### config.mk
export PLATFORM = sky130hd
export DESIGN_NAME = c8core_ctrl
export DESIGN_NICKNAME = d
export VERILOG_FILES = /design/src/design/c8core_pkg.sv /design/src/design/c8core_ctrl.sv
export VERILOG_INCLUDE_DIRS = /design/src /design/src/design
export SDC_FILE = /design/constraint.sdc
export NUM_CORES = 1
export LEC_CHECK = 0
export BUFFER_PORTS_ARGS = -buffer_cell sky130_fd_sc_hd__buf_2
export CORE_ASPECT_RATIO = 1.5
export CORE_MARGIN = 2
export CORE_UTILIZATION = 35
export CTS_BUF_LIST = sky130_fd_sc_hd__clkbuf_8
export DETAILED_ROUTE_END_ITERATION = 8
export PLACE_DENSITY = 0.73
export SETUP_SLACK_MARGIN = 0.5
export SLEW_MARGIN = 20
export SYNTH_ARGS = -nofsm -noshare
export SYNTH_HDL_FRONTEND = slang
export SYNTH_SLANG_ARGS = --single-unit
### constraint.sdc
create_clock -name clk_i -period 2.7 [get_ports clk_i]
set_input_delay 0.135 -clock clk_i [delete_from_list [all_inputs] [get_ports clk_i]]
set_output_delay 0.135 -clock clk_i [all_outputs]
set_load 0.01 [all_outputs]
### src/design/chip8_instruction_core_top_assert.svh
// Assertion macros for the CHIP-8 instruction core.
// Used by the controller and the top level; depends on nothing.
`ifndef CHIP8_INSTRUCTION_CORE_TOP_ASSERT_SVH
`define CHIP8_INSTRUCTION_CORE_TOP_ASSERT_SVH
// Checks that an implication holds at every clock edge out of reset.
`define C8_ASSERT_IMP(label, clk, rstn, ante, cons) \
  label: assert property (@(posedge clk) disable iff (!rstn) (ante) |-> (cons)) \
    else $error("assertion failed");
// Checks that the consequent holds in the cycle after the antecedent.
`define C8_ASSERT_NEXT(label, clk, rstn, ante, cons) \
  label: assert property (@(posedge clk) disable iff (!rstn) (ante) |=> (cons)) \
    else $error("assertion failed");
`endif

### src/design/c8core_pkg.sv
`timescale 1ns / 1ps
// Shared types, constants and the font table of the CHIP-8 instruction core.
// Depends on nothing.
package c8core_pkg;

  localparam int unsigned MemSize    = 4096;
  localparam int unsigned StackDepth = 16;
  localparam int unsigned FontBase   = 80;
  localparam int unsigned ScreenW    = 64;
  localparam int unsigned ScreenH    = 32;
  localparam logic [11:0] PcReset    = 12'h200;

  typedef enum logic [1:0] {
    FUNC_LOAD  = 2'd0,
    FUNC_EXEC  = 2'd1,
    FUNC_TICK  = 2'd2,
    FUNC_ROW   = 2'd3
  } func_e;

  typedef struct packed {
    logic [1:0]  func;
    logic [11:0] mem_addr;
    logic [7:0]  mem_byte;
    logic [15:0] key_mask;
    logic [7:0]  random_byte;
    logic [4:0]  row_select;
  } in_item_t;

  typedef struct packed {
    logic [11:0] cur_pc;
    logic [15:0] fetched_opcode;
    logic        drew;
    logic        sound_on;
    logic [63:0] row_bits;
    logic        waiting_for_key;
    logic        stack_fault;
  } out_item_t;

  // Datapath operation selected by the controller for one cycle.
  typedef enum logic [4:0] {
    OP_NONE,
    OP_LOAD,
    OP_TICK,
    OP_ROW_RD,
    OP_ROW_OUT,
    OP_FETCH_HI,
    OP_FETCH_LO,
    OP_EXEC,
    OP_CLS,
    OP_DRAW_RD,
    OP_DRAW_ROW,
    OP_DRAW_WR,
    OP_DRAW_END,
    OP_BCD,
    OP_STORE,
    OP_LOAD_RD,
    OP_LOAD_WR,
    OP_CLEAR
  } dp_op_e;

  typedef struct packed {
    dp_op_e     op;
    logic [4:0] step;
  } dp_cmd_t;

  typedef struct packed {
    logic [15:0] opcode;
    logic [7:0]  rd;
    logic        init_done;
  } dp_status_t;

  function automatic logic [7:0] font_byte(input logic [6:0] idx);
    logic [7:0] r;
    case (idx)
      7'd0: r = 8'hF0; 7'd1: r = 8'h90; 7'd2: r = 8'h90; 7'd3: r = 8'h90; 7'd4: r = 8'hF0;
      7'd5: r = 8'h20; 7'd6: r = 8'h60; 7'd7: r = 8'h20; 7'd8: r = 8'h20; 7'd9: r = 8'h70;
      7'd10: r = 8'hF0; 7'd11: r = 8'h10; 7'd12: r = 8'hF0; 7'd13: r = 8'h80; 7'd14: r = 8'hF0;
      7'd15: r = 8'hF0; 7'd16: r = 8'h10; 7'd17: r = 8'hF0; 7'd18: r = 8'h10; 7'd19: r = 8'hF0;
      7'd20: r = 8'h90; 7'd21: r = 8'h90; 7'd22: r = 8'hF0; 7'd23: r = 8'h10; 7'd24: r = 8'h10;
      7'd25: r = 8'hF0; 7'd26: r = 8'h80; 7'd27: r = 8'hF0; 7'd28: r = 8'h10; 7'd29: r = 8'hF0;
      7'd30: r = 8'hF0; 7'd31: r = 8'h80; 7'd32: r = 8'hF0; 7'd33: r = 8'h90; 7'd34: r = 8'hF0;
      7'd35: r = 8'hF0; 7'd36: r = 8'h10; 7'd37: r = 8'h20; 7'd38: r = 8'h40; 7'd39: r = 8'h40;
      7'd40: r = 8'hF0; 7'd41: r = 8'h90; 7'd42: r = 8'hF0; 7'd43: r = 8'h90; 7'd44: r = 8'hF0;
      7'd45: r = 8'hF0; 7'd46: r = 8'h90; 7'd47: r = 8'hF0; 7'd48: r = 8'h10; 7'd49: r = 8'hF0;
      7'd50: r = 8'hF0; 7'd51: r = 8'h90; 7'd52: r = 8'hF0; 7'd53: r = 8'h90; 7'd54: r = 8'h90;
      7'd55: r = 8'hE0; 7'd56: r = 8'h90; 7'd57: r = 8'hE0; 7'd58: r = 8'h90; 7'd59: r = 8'hE0;
      7'd60: r = 8'hF0; 7'd61: r = 8'h80; 7'd62: r = 8'h80; 7'd63: r = 8'h80; 7'd64: r = 8'hF0;
      7'd65: r = 8'hE0; 7'd66: r = 8'h90; 7'd67: r = 8'h90; 7'd68: r = 8'h90; 7'd69: r = 8'hE0;
      7'd70: r = 8'hF0; 7'd71: r = 8'h80; 7'd72: r = 8'hF0; 7'd73: r = 8'h80; 7'd74: r = 8'hF0;
      7'd75: r = 8'hF0; 7'd76: r = 8'h80; 7'd77: r = 8'hF0; 7'd78: r = 8'h80; 7'd79: r = 8'h80;
      default: r = 8'h00;
    endcase
    return r;
  endfunction

endpackage

### src/design/c8core_ctrl.sv
`timescale 1ns / 1ps
// Controller state machine of the CHIP-8 core: sequences fetch, execute and multi-step ops.
// Depends on c8core_pkg and the assertion macro header.
`include "chip8_instruction_core_top_assert.svh"
module c8core_ctrl
  import c8core_pkg::*;
(
  input  logic       clk_i,
  input  logic       rst_ni,
  input  logic       in_valid_i,
  input  in_item_t   in_item_i,
  output logic       in_ready_o,
  output logic       out_valid_o,
  input  logic       out_ready_i,
  input  dp_status_t status_i,
  output dp_cmd_t    cmd_o
);

  typedef enum logic [9:0] {
    S_INIT  = 10'b0000000001,
    S_IDLE  = 10'b0000000010,
    S_FHI   = 10'b0000000100,
    S_FLO   = 10'b0000001000,
    S_DEC   = 10'b0000010000,
    S_ALU   = 10'b0000100000,
    S_DRAW  = 10'b0001000000,
    S_MULTI = 10'b0010000000,
    S_LDV   = 10'b0100000000,
    S_OUT   = 10'b1000000000
  } state_e;

  state_e     state_q, state_d;
  logic [4:0] step_q, step_d;
  logic [1:0] sub_q, sub_d;
  logic       out_q, out_d;
  logic [15:0] op;
  logic [4:0] last;

  assign op = (state_q == S_DEC) ? {status_i.opcode[15:8], status_i.rd} : status_i.opcode;
  assign in_ready_o = (state_q == S_IDLE) && !out_q;
  assign out_valid_o = out_q;

  always_comb begin
    state_d = state_q;
    step_d = step_q;
    sub_d = sub_q;
    out_d = out_q && !out_ready_i;
    cmd_o.op = OP_NONE;
    cmd_o.step = step_q;
    last = {1'b0, op[11:8]};
    case (state_q)
      S_INIT: begin
        state_d = status_i.init_done ? S_IDLE : S_INIT;
        cmd_o.op = OP_NONE;
      end
      S_IDLE: begin
        if (in_valid_i && in_ready_o) begin
          case (func_e'(in_item_i.func))
            FUNC_LOAD: begin cmd_o.op = OP_LOAD; out_d = 1'b1; end
            FUNC_TICK: begin cmd_o.op = OP_TICK; out_d = 1'b1; end
            FUNC_ROW:  begin cmd_o.op = OP_ROW_RD; out_d = 1'b1; end
            FUNC_EXEC: begin cmd_o.op = OP_FETCH_HI; state_d = S_FLO; end
            default: ;
          endcase
        end
      end
      S_FLO: begin
        cmd_o.op = OP_FETCH_LO;
        state_d = S_DEC;
      end
      S_DEC: begin
        cmd_o.op = OP_EXEC;
        step_d = 5'd0;
        sub_d = 2'd0;
        if (op == 16'h00E0) state_d = S_ALU;
        else if (op[15:12] == 4'hD) state_d = (op[3:0] == 4'd0) ? S_ALU : S_DRAW;
        else if (op[15:12] == 4'hF && (op[7:0] == 8'h33 || op[7:0] == 8'h55))
          state_d = S_MULTI;
        else if (op[15:12] == 4'hF && op[7:0] == 8'h65) state_d = S_LDV;
        else state_d = S_ALU;
      end
      S_ALU: begin
        if (op == 16'h00E0) cmd_o.op = OP_CLS;
        else if (op[15:12] == 4'hD) cmd_o.op = OP_DRAW_END;
        else if (op[15:12] == 4'hF && (op[7:0] == 8'h33 || op[7:0] == 8'h55 ||
                 op[7:0] == 8'h65)) cmd_o.op = OP_NONE;
        else cmd_o.op = OP_ROW_OUT;
        state_d = S_OUT;
      end
      S_DRAW: begin
        case (sub_q)
          2'd0: begin cmd_o.op = OP_DRAW_RD; sub_d = 2'd1; end
          2'd1: begin cmd_o.op = OP_DRAW_ROW; sub_d = 2'd2; end
          default: begin
            cmd_o.op = OP_DRAW_WR;
            sub_d = 2'd0;
            step_d = step_q + 5'd1;
            if (step_q == {1'b0, op[3:0]} - 5'd1) state_d = S_ALU;
          end
        endcase
      end
      S_MULTI: begin
        if (op[7:0] == 8'h33) begin
          cmd_o.op = OP_BCD;
          last = 5'd2;
        end else cmd_o.op = OP_STORE;
        step_d = step_q + 5'd1;
        if (step_q == last) state_d = S_ALU;
      end
      S_LDV: begin
        if (sub_q == 2'd0) begin
          cmd_o.op = OP_LOAD_RD;
          sub_d = 2'd1;
        end else begin
          cmd_o.op = OP_LOAD_WR;
          sub_d = 2'd0;
          step_d = step_q + 5'd1;
          if (step_q == last) state_d = S_ALU;
        end
      end
      S_OUT: begin
        out_d = 1'b1;
        state_d = S_IDLE;
      end
      default: state_d = S_IDLE;
    endcase
  end

  always_ff @(posedge clk_i or negedge rst_ni) begin
    if (!rst_ni) begin
      state_q <= S_INIT;
      step_q <= '0;
      sub_q <= '0;
      out_q <= 1'b0;
    end else begin
      state_q <= state_d;
      step_q <= step_d;
      sub_q <= sub_d;
      out_q <= out_d;
    end
  end

  `C8_ASSERT_IMP(a_one_hot, clk_i, rst_ni, 1'b1, $onehot(state_q))
  `C8_ASSERT_IMP(a_no_accept_busy, clk_i, rst_ni, state_q != S_IDLE, !in_ready_o)
  `C8_ASSERT_NEXT(a_out_after, clk_i, rst_ni, state_q == S_OUT, out_valid_o)

endmodule

[Yosys cells after proc, flatten, opt, wreduce, memory -nomap -nowiden]
Cells that the tools add are included.
Storage, ports and cells
  register bits after elaboration: 18
  bits of input ports: 80
  output and inout port bits: 12
Operators by class
  add/sub/neg operators: 2
  equal/unequal tests: 29
  mux-type cells: 35
  reductions and logical operators: 19
Operator list (number)
  10-bit one-hot mux with 8 select lines: 1
  10-bit 2-to-1 mux: 7
  5-bit one-hot mux with 4 select lines: 2
  9-bit 2-to-1 mux: 4
  5-bit one-hot mux with 7 select lines: 1
  5-bit 2-to-1 mux: 5
  16-bit by 8-bit == test with 1-bit output, second input constant: 1
  8-bit by 7-bit == test with 1-bit output, second input constant: 2
  4-bit 2-to-1 mux: 3
  10-bit by 1-bit == test with 1-bit output, second input constant: 1
  10-bit == test, second input constant: 1
  10-bit by 2-bit == test with 1-bit output, second input constant: 1
  10-bit by 4-bit == test with 1-bit output, second input constant: 1
  10-bit by 5-bit == test with 1-bit output, second input constant: 1
  10-bit by 6-bit == test with 1-bit output, second input constant: 1
  10-bit by 7-bit == test with 1-bit output, second input constant: 1
  10-bit by 8-bit == test with 1-bit output, second input constant: 1
  10-bit by 9-bit == test with 1-bit output, second input constant: 1
  5-bit == test: 2
  2-bit inequality test, second input constant: 5
  4-bit == test, second input constant: 2
  8-bit by 6-bit == test with 1-bit output, second input constant: 1
  8-bit 2-to-1 mux: 1
  2-bit one-hot mux with 2 select lines: 2
  23 further kinds: 37

[Logic depth before layout (Yosys ltp)]
Gate-level depths: netlist of run 1.
  depth after elaboration: 10
  depth in mapped cells: 10
  gate-level depth less buffers: 7

[Worst setup path after synthesis of run 1]
No wires, ideal clock.
  path kind: register to register
  start: reg state_q[7]
  end: reg state_q[6]
  arrival time: 2.190 ns
  data required time: 2.574 ns
  setup slack: 0.384 ns
  cell stages (with the launch flop): 9
  path through: dfrtp_1 > buf_6 > nor4_4 > nand3_4 > mux2_4 > nor4_2 > nor4_1 > or3_1 > a221o_1
Between the ends
  word-level cells in the longest chain between the ends: 9
  elaborated cells between the ends (all ways): 35
RTL lines
  from (decl): RTL line c8core_ctrl.sv:32  | state_e state_q, state_d;
  from (signal assigned): RTL line c8core_ctrl.sv:136  | state_q <= state_d;
  branches (longest 9 deep; another with 10-bit by 5-bit == test with 1-bit output)
Parallel ways; which one is timed is not known. The select of a mux whose other input is x is not followed.
A chain may end at the register's enable or synchronous reset.

==> impl_metrics.py, run 1 <==
metrics = {
    "power": {
        "report.power.total_uw": 1120,
        "clock_power_share_pct": 18.2,
        "p_per_area_nw_per_um2": 550,
        "p_leak_uw": 0.000923,
        "seq_power_share_pct": 33.2,
        "power.internal_uw": 648,
        "pwr-share-comb_pct": 48.6,
        "worst_ir_drop_vdd_mv": 0.366,
        "switching_power_of_the_nets_uw": 471,
        "swShare_pct": 42.1,
    },
    "critical_path": {
        "ff2ff_path_depth": 8,
        "required_ps": 2570,
        "crit_path_max_incr_delay_ps": 460,
        "end_kind": "output pin",
        "crit_path_start_kind": "flop",
        "critical_path.top_delay_family": "simple AND/OR/NAND/NOR gates",
        "cp_cell_sequence": "nor4_4 > nand3_4 > buf_4 > nor4_4 > a21oi_2 > buf_4 > a221o_1 > buf_2",
        "cp_data_arrival_time_ps": 2300,
        "worst-path-max-fanout": 7,
        "cp_num_cells": 8,
        "timing.setup.critical_path_class": "reg -> out",
        "cp_buf_inv_count": 3,
        "crit_slowest_cell": "dfrtp_2",
    },
    "route": {
        "detailedRoute.firstIterationViolations": 90,
        "wl_per_cell_um": 15.5,
        "drcViolationCount": 0,
        "detail_route.first_pass.iterations": 4,
        "ant_nets": 0,
        "number_of_vias_in_the_routed_layout": 1715,
        "mean_number_of_vias_per_cell": 5.79,
        "finalWirelength_um": 4600,
    },
    "timing": {
        "timing.max_slew.rel_slack_pct": 72.4,
        "finalWorstPathRequiredPeriod_ps": 2440,
        "timing.final.max_slew_violations": 0,
        "timing.final.hold_violations": 0,
        "min_period_over_period_pct": 90.3,
        "achievable-frequency_mhz": 410,
        "unrepaired_setup_endpoints_after_global_routing": "true",
        "final_tns_setup_ps": 0,
        "timing_worst_slew_pin_value_ps": 408,
        "finalSetupViolations": 0,
        "finalClockSkew_ps": 6.59,
    },
    "layout": {
        "antenna-diode-count": 0,
        "finalNonFillerCells": 296,
        "finalCoreUtilization_pct": 47.9,
        "area_delta_synth_final_pct": 32.2,
        "fillCellCount": 441,
        "finalNetCount": 332,
        "drive_above_1_share_pct": 35.6,
        "finalInstanceArea_um2": 2030,
    },
    "yosys": {
        "yosys.cell_types.count": 50,
        "async_reset_ff_share_pct": 100,
        "post_synth.cell_area_avg_um2": 7.97,
        "ys_seq_area_share_pct": 27.7,
        "synth-main-ff-cell": "dfrtp_1",
        "postSynthNetCount": 274,
        "syn_area_um2": 1540,
        "yosysWarnings": 0,
        "synth_enable_flop_cells": 0,
        "postSynthCellCount": 193,
        "ys_ff_latch": 17,
    },
    "global_routing": {
        "global_route_wire_length_before_repair_um": 7670,
        "grt_busiest_layer": "met2",
        "first_global_vias": 1637,
        "grt_start_max_net_pins": 18,
        "use_met2_pct": 35.2,
        "grt-ovfl-total": 0,
        "globalRouteMet1Util_pct": 23.5,
        "gr-usage-all-layers_pct": 19.6,
        "grt_use_met3_pct": 1.83,
        "antenna_found_initial": 0,
    },
    "floorplanning": {
        "die_x_um": 58.1,
        "design.die.area_um2": 4950,
        "die_h_um": 85.2,
        "core_area_um2": 4250,
        "fp-row-count": 29,
        "floorplan.initialDensity_pct": 36.3,
        "design.portCount": 92,
    },
    "placement": {
        "placed_cell_area_um2": 1810,
        "dp_hpwl_um": 3350,
        "replace_congestion": 0.859,
        "io_buffer_count": 42,
        "place_inst": 278,
    },
    "worst_hold_path": {
        "whs_path_depth": 2,
        "timing.hold.worst.class": "in -> reg",
    },
    "status": {
        "outcome": "finished clean",
    },
    "clocking": {
        "clk_root_buffer_cell": "clkbuf_8",
        "clock_tree_from_tritoncts": "done",
        "worst_case_clock_buffer_depth": 2,
        "cts_max_level": 1,
        "cts_sinks": 17,
        "cts_made_buffers": 3,
        "clock_transition_at_the_register_clock_pins_on_the_worst_setup_and_hold_paths_after_cts_ps": 70,
        "insertion_delay_ps": 260,
    },
    "run": {
        "timing.max_cap.violations": 0,
    },
}
## sequential cells by signal, summed over array words and instances, names as in the netlist
register	count
out_valid_o	1
state_q	9
step_q	5
sub_q	2
## cell families after synthesis
group | after synthesis | synth area share (%)
AOI/OAI and AO/OA | 38 | 16.4
muxes | 6 | 4.31
DFF | 17 | 27.7
xor gates and xnor gates | 8 | 4.55
adders and majority gates | 1 | 0.813
buffers and inverters | 17 | 5.12
and+or+nand+nor | 106 | 41.1
## final cells by class
type,count,area [µm²],share of cell area (%)
flip-flops and latches,17,429,21.1
well taps,46,57.6,2.83
clock buffers,3,41.3,2.03
inverters,6,22.5,1.11
multi-input cells,159,1100,53.9
clock inverters,1,5.00,0.246
repair buffers,64,382,18.8
## power by group through the flow
stage | Combinational, µW | Clock, µW | Sequential (µW)
global placement | 488 | 0 | 377
finish | 544 | 204 | 371
global route | 616 | 210 | 384
floorplan | 343 | 0 | 360
CTS | 532 | 203 | 370
detailed placement | 496 | 0 | 378
## per-stage QoR
| step | setup slack (ps) | hold WS, ps |
|---|---|---|
| 2_1_floorplan | 456 | -161 |
| 3_3_place_gp | 232 | 76.9 |
| 3_5_place_dp | 226 | 88.8 |
| 4_1_cts | 309 | 151 |
| 5_1_grt | 188 | 159 |
| 6_report | 261 | 149 |
## metal layers
layer / vias up / share of wire [%]
met5: - / 0
met4: 0 / 2.3
met3: 13 / 4.6
met2: 54 / 53
met1: 817 / 40
li1: 831 / -
## cell usage after synthesis (all sizes together), types with 2 or more instances
cell type / number / area [µm²]
nor2: 19 / 71.3
nand2: 17 / 63.8
dfrtp: 16 / 400
a21oi: 11 / 55.1
nor4: 10 / 83.8
nor3: 9 / 50.1
o21ai: 9 / 45.0
nand4: 8 / 50.1
clkbuf: 6 / 22.5
inv: 6 / 22.5
nand2b: 6 / 37.5
nand3: 6 / 42.5
nor2b: 6 / 37.5
buf: 5 / 33.8
mux2i: 4 / 40.0
nand4b: 4 / 35.0
o31ai: 4 / 30.0
or3: 4 / 25.0
xnor2: 4 / 35.0
xor2: 4 / 35.0
a221o: 3 / 30.0
nand3b: 3 / 22.5
nor3b: 3 / 22.5
and3: 2 / 12.5
and3b: 2 / 17.5
and4b: 2 / 20.0
mux2: 2 / 26.3
o2111ai: 2 / 17.5
or3b: 2 / 17.5
## cell usage in the layout (no fill, tap or decap), types with 4 or more instances in the layout
cell type  netlist  final
nor2_1          19     17
nand2_1         17     17
o21ai_0          9      8
nor3_1           8      7
buf_2            3     42
o31ai_1          4      4
dfrtp_1         16     14
xor2_1           4      4
a21oi_1         11      9
nand2b_1         6      6
inv_1            6      6
nor4_1           8      7
nand4b_1         4      4
or3_1            4      4
xnor2_1          4      4
nand3_1          5      5
nor2b_1          6      5
nand4_1          8      8
buf_4            1     20
## what timing repair did
item / CTS / global route
endpoints found under the hold margin: 16 / 0
endpoints found under the setup margin: 7 / 11
pin swaps: 5 / 1
hold buffers: 1 / 0
setup buffers: 11 / 2
resized for setup: 13 / 5
## path summary, 6_finish.rpt
path                                   from           to  slack, ps
worst max register to register   state_q[9]   state_q[6]        280
min in group asynchronous            rst_ni  out_valid_o        330
worst min register to register  out_valid_o  out_valid_o        550
worst max-delay path             state_q[9]     cmd_o[6]        260
max in group asynchronous            rst_ni   state_q[0]       2050
worst min-delay path            status_i[0]   state_q[0]        150
No activity file was read; power rests on OpenSTA's default activity.
==> run 2, diff against run 1 <==
--- a/constraint.sdc
+++ b/constraint.sdc
@@ -3,2 +3,2 @@
 set_output_delay 0.135 -clock clk_i [all_outputs]
-set_load 0.01 [all_outputs]
+set_load 0.1 [all_outputs]
==> impl_metrics.py, run 2 (synthesized netlist as in run 1, its figures left out) <==
metrics = {
    "route": {
        "drcViolationCount": 0,
        "detail_route.first_pass.iterations": 4,
        "detailedRoute.firstIterationViolations": 81,
        "mean_number_of_vias_per_cell": 5.84,
        "number_of_vias_in_the_routed_layout": 1729,
        "ant_nets": 0,
        "wl_per_cell_um": 15.5,
        "finalWirelength_um": 4590,
    },
    "power": {
        "pwr-share-comb_pct": 63.7,
        "worst_ir_drop_vdd_mv": 0.901,
        "power.internal_uw": 733,
        "p_leak_uw": 0.000971,
        "switching_power_of_the_nets_uw": 861,
        "swShare_pct": 54.0,
        "seq_power_share_pct": 24.1,
        "clock_power_share_pct": 12.2,
        "p_per_area_nw_per_um2": 728,
    },
    "timing": {
        "timing_worst_slew_pin_value_ps": 484,
        "timing.max_slew.rel_slack_pct": 68.0,
        "postLayoutSetupSlackWorst_ps": 255,
        "finalSetupViolations": 0,
        "unrepaired_setup_endpoints_after_global_routing": "true",
        "timing.final.hold_violations": 0,
        "finalWorstPathRequiredPeriod_ps": 2440,
        "achievable-frequency_mhz": 409,
        "finalClockSkew_ps": 9.51,
        "final_tns_setup_ps": 0,
        "min_period_over_period_pct": 90.5,
        "timing.final.max_slew_violations": 0,
    },
    "critical_path": {
        "timing.setup.critical_path_class": "reg -> reg",
        "end_kind": "flop",
        "crit_slowest_cell": "nor4_4",
        "cp_data_arrival_time_ps": 2580,
        "crit_path_max_incr_delay_ps": 430,
        "crit_path_start_kind": "flop",
        "worst-path-max-fanout": 6,
        "cp_cell_sequence": "nor4_4 > and3_4 > buf_6 > a21oi_1 > nor4_1 > nor4_1 > or3_1 > a221o_1",
        "required_ps": 2830,
        "critPathMostFrequentCell": "nor4_1",
    },
    "global_routing": {
        "antenna_found_initial": 0,
        "grt-ovfl-total": 0,
        "grt_start_max_net_pins": 18,
        "gr-usage-all-layers_pct": 18.5,
        "global_route_wire_length_before_repair_um": 7220,
        "first_global_vias": 1591,
    },
    "clocking": {
        "cts_made_buffers": 3,
        "clock_transition_at_the_register_clock_pins_on_the_worst_setup_and_hold_paths_after_cts_ps": 70,
        "cts_sinks": 17,
        "clk_root_buffer_cell": "clkbuf_8",
        "insertion_delay_ps": 260,
        "cts_max_level": 1,
        "clock_tree_from_tritoncts": "done",
        "worst_case_clock_buffer_depth": 2,
    },
    "floorplanning": {
        "core_area_um2": 4250,
        "design.portCount": 92,
        "die_h_um": 85.2,
        "fp-row-count": 29,
        "design.die.area_um2": 4950,
        "die_x_um": 58.1,
        "floorplan.initialDensity_pct": 36.3,
    },
    "layout": {
        "register_area_um2": 439,
        "largestRegisters": "state_q: 9 flops, step_q: 5 flops, sub_q: 2 flops",
        "area_of_the_multi_input_gates_um2": 1170,
        "final_cell_mix": "36 x buf_2, 19 x buf_4, 17 x nand2_1",
        "area_delta_synth_final_pct": 42.3,
        "fillCellCount": 398,
        "largest_reg_flops": 9,
        "antenna-diode-count": 0,
        "most_frequent_standard_cell_in_the_layout_excluding_fill_and_tap_cells": "buf_2",
        "drive_above_1_share_pct": 41.2,
        "finalNetCount": 332,
        "max_flop_register": "state_q",
        "finalInstanceArea_um2": 2190,
    },
    "run": {
        "timing.max_cap.violations": 0,
    },
    "worst_hold_path": {
        "timing.hold.worst.class": "in -> reg",
    },
    "placement": {
        "place_worst_setup_slack_ps": 76.4,
        "dp_hpwl_um": 3320,
        "replace_congestion": 0.885,
        "io_buffer_count": 42,
        "placed_cell_area_um2": 1900,
    },
    "status": {
        "outcome": "finished clean",
    },
}
-- run 2: per-stage QoR --
| stage | power, µW | util [%] | instances | hold WS [ps] |
|---|---|---|---|---|
| 2_1_floorplan | 1080 | - | 193 | -161 |
| 3_3_place_gp | 1290 | 44.8 | 276 | 79.0 |
| 3_5_place_dp | 1300 | 44.8 | 276 | 86.3 |
| 4_1_cts | 1550 | 49.5 | 290 | 152 |
| 5_1_grt | 1680 | 51.6 | 296 | 162 |
| 6_report | 1590 | 51.6 | 296 | 159 |
-- run 2: power by group through the flow --
stage               logic, µW  registers [µW]  clock network [µW]
finish                   1020             384                 195
global route             1070             394                 207
detailed placement        914             385                   0
global placement          906             383                   0
floorplan                 571             509                   0
CTS                       972             380                 198
-- run 2: final cells by class --
type | count | share of cell area, %
repair buffers | 64 | 20.7
multi-input cells | 159 | 53.4
flip-flops and latches | 17 | 20.1
well taps | 46 | 2.63
clock inverters | 1 | 0.229
inverters | 6 | 1.03
clock buffers | 3 | 1.89
-- run 2: repair_timing --
| item | 4_1_cts | 5_1_grt |
|---|---|---|
| resized for setup | 19 | 13 |
| hold endpoints to repair | 16 | 0 |
| pin swaps | 8 | 4 |
| setup buffers | 9 | 6 |
| hold buffers | 1 | 0 |
| setup endpoints to repair | 10 | 11 |
-- run 2: per-layer routing --
metal / vias up / wire, µm / track usage (%)
met2: 48 / 2440 / 33.0
met4: 0 / 118 / 7.40
met5: - / 0 / 0
li1: 837 / - / -
met3: 11 / 163 / 2.29
met1: 833 / 1860 / 21.8
-- run 2: path summary, 6_finish.rpt --
kind                                    end  cells after the start        start  slack (ps)
min in group asynchronous        state_q[3]                      2       rst_ni         330
worst min register to register  out_valid_o                      2  out_valid_o         570
max in group asynchronous        state_q[0]                      2       rst_ni        2050
worst min-delay path             state_q[0]                      2  status_i[0]         160
worst max register to register   state_q[6]                      8   state_q[9]         260
worst max-delay path             state_q[6]                      8   state_q[9]         260
-- run 2: worst max-delay path: cells and delay by family, from the launching register on --
| family | cells | cell delay, ps |
|---|---|---|
| compound gates | 2 | 320 |
| flops | 1 | 410 |
| simple gates | 5 | 1450 |
| buf+inv | 1 | 150 |
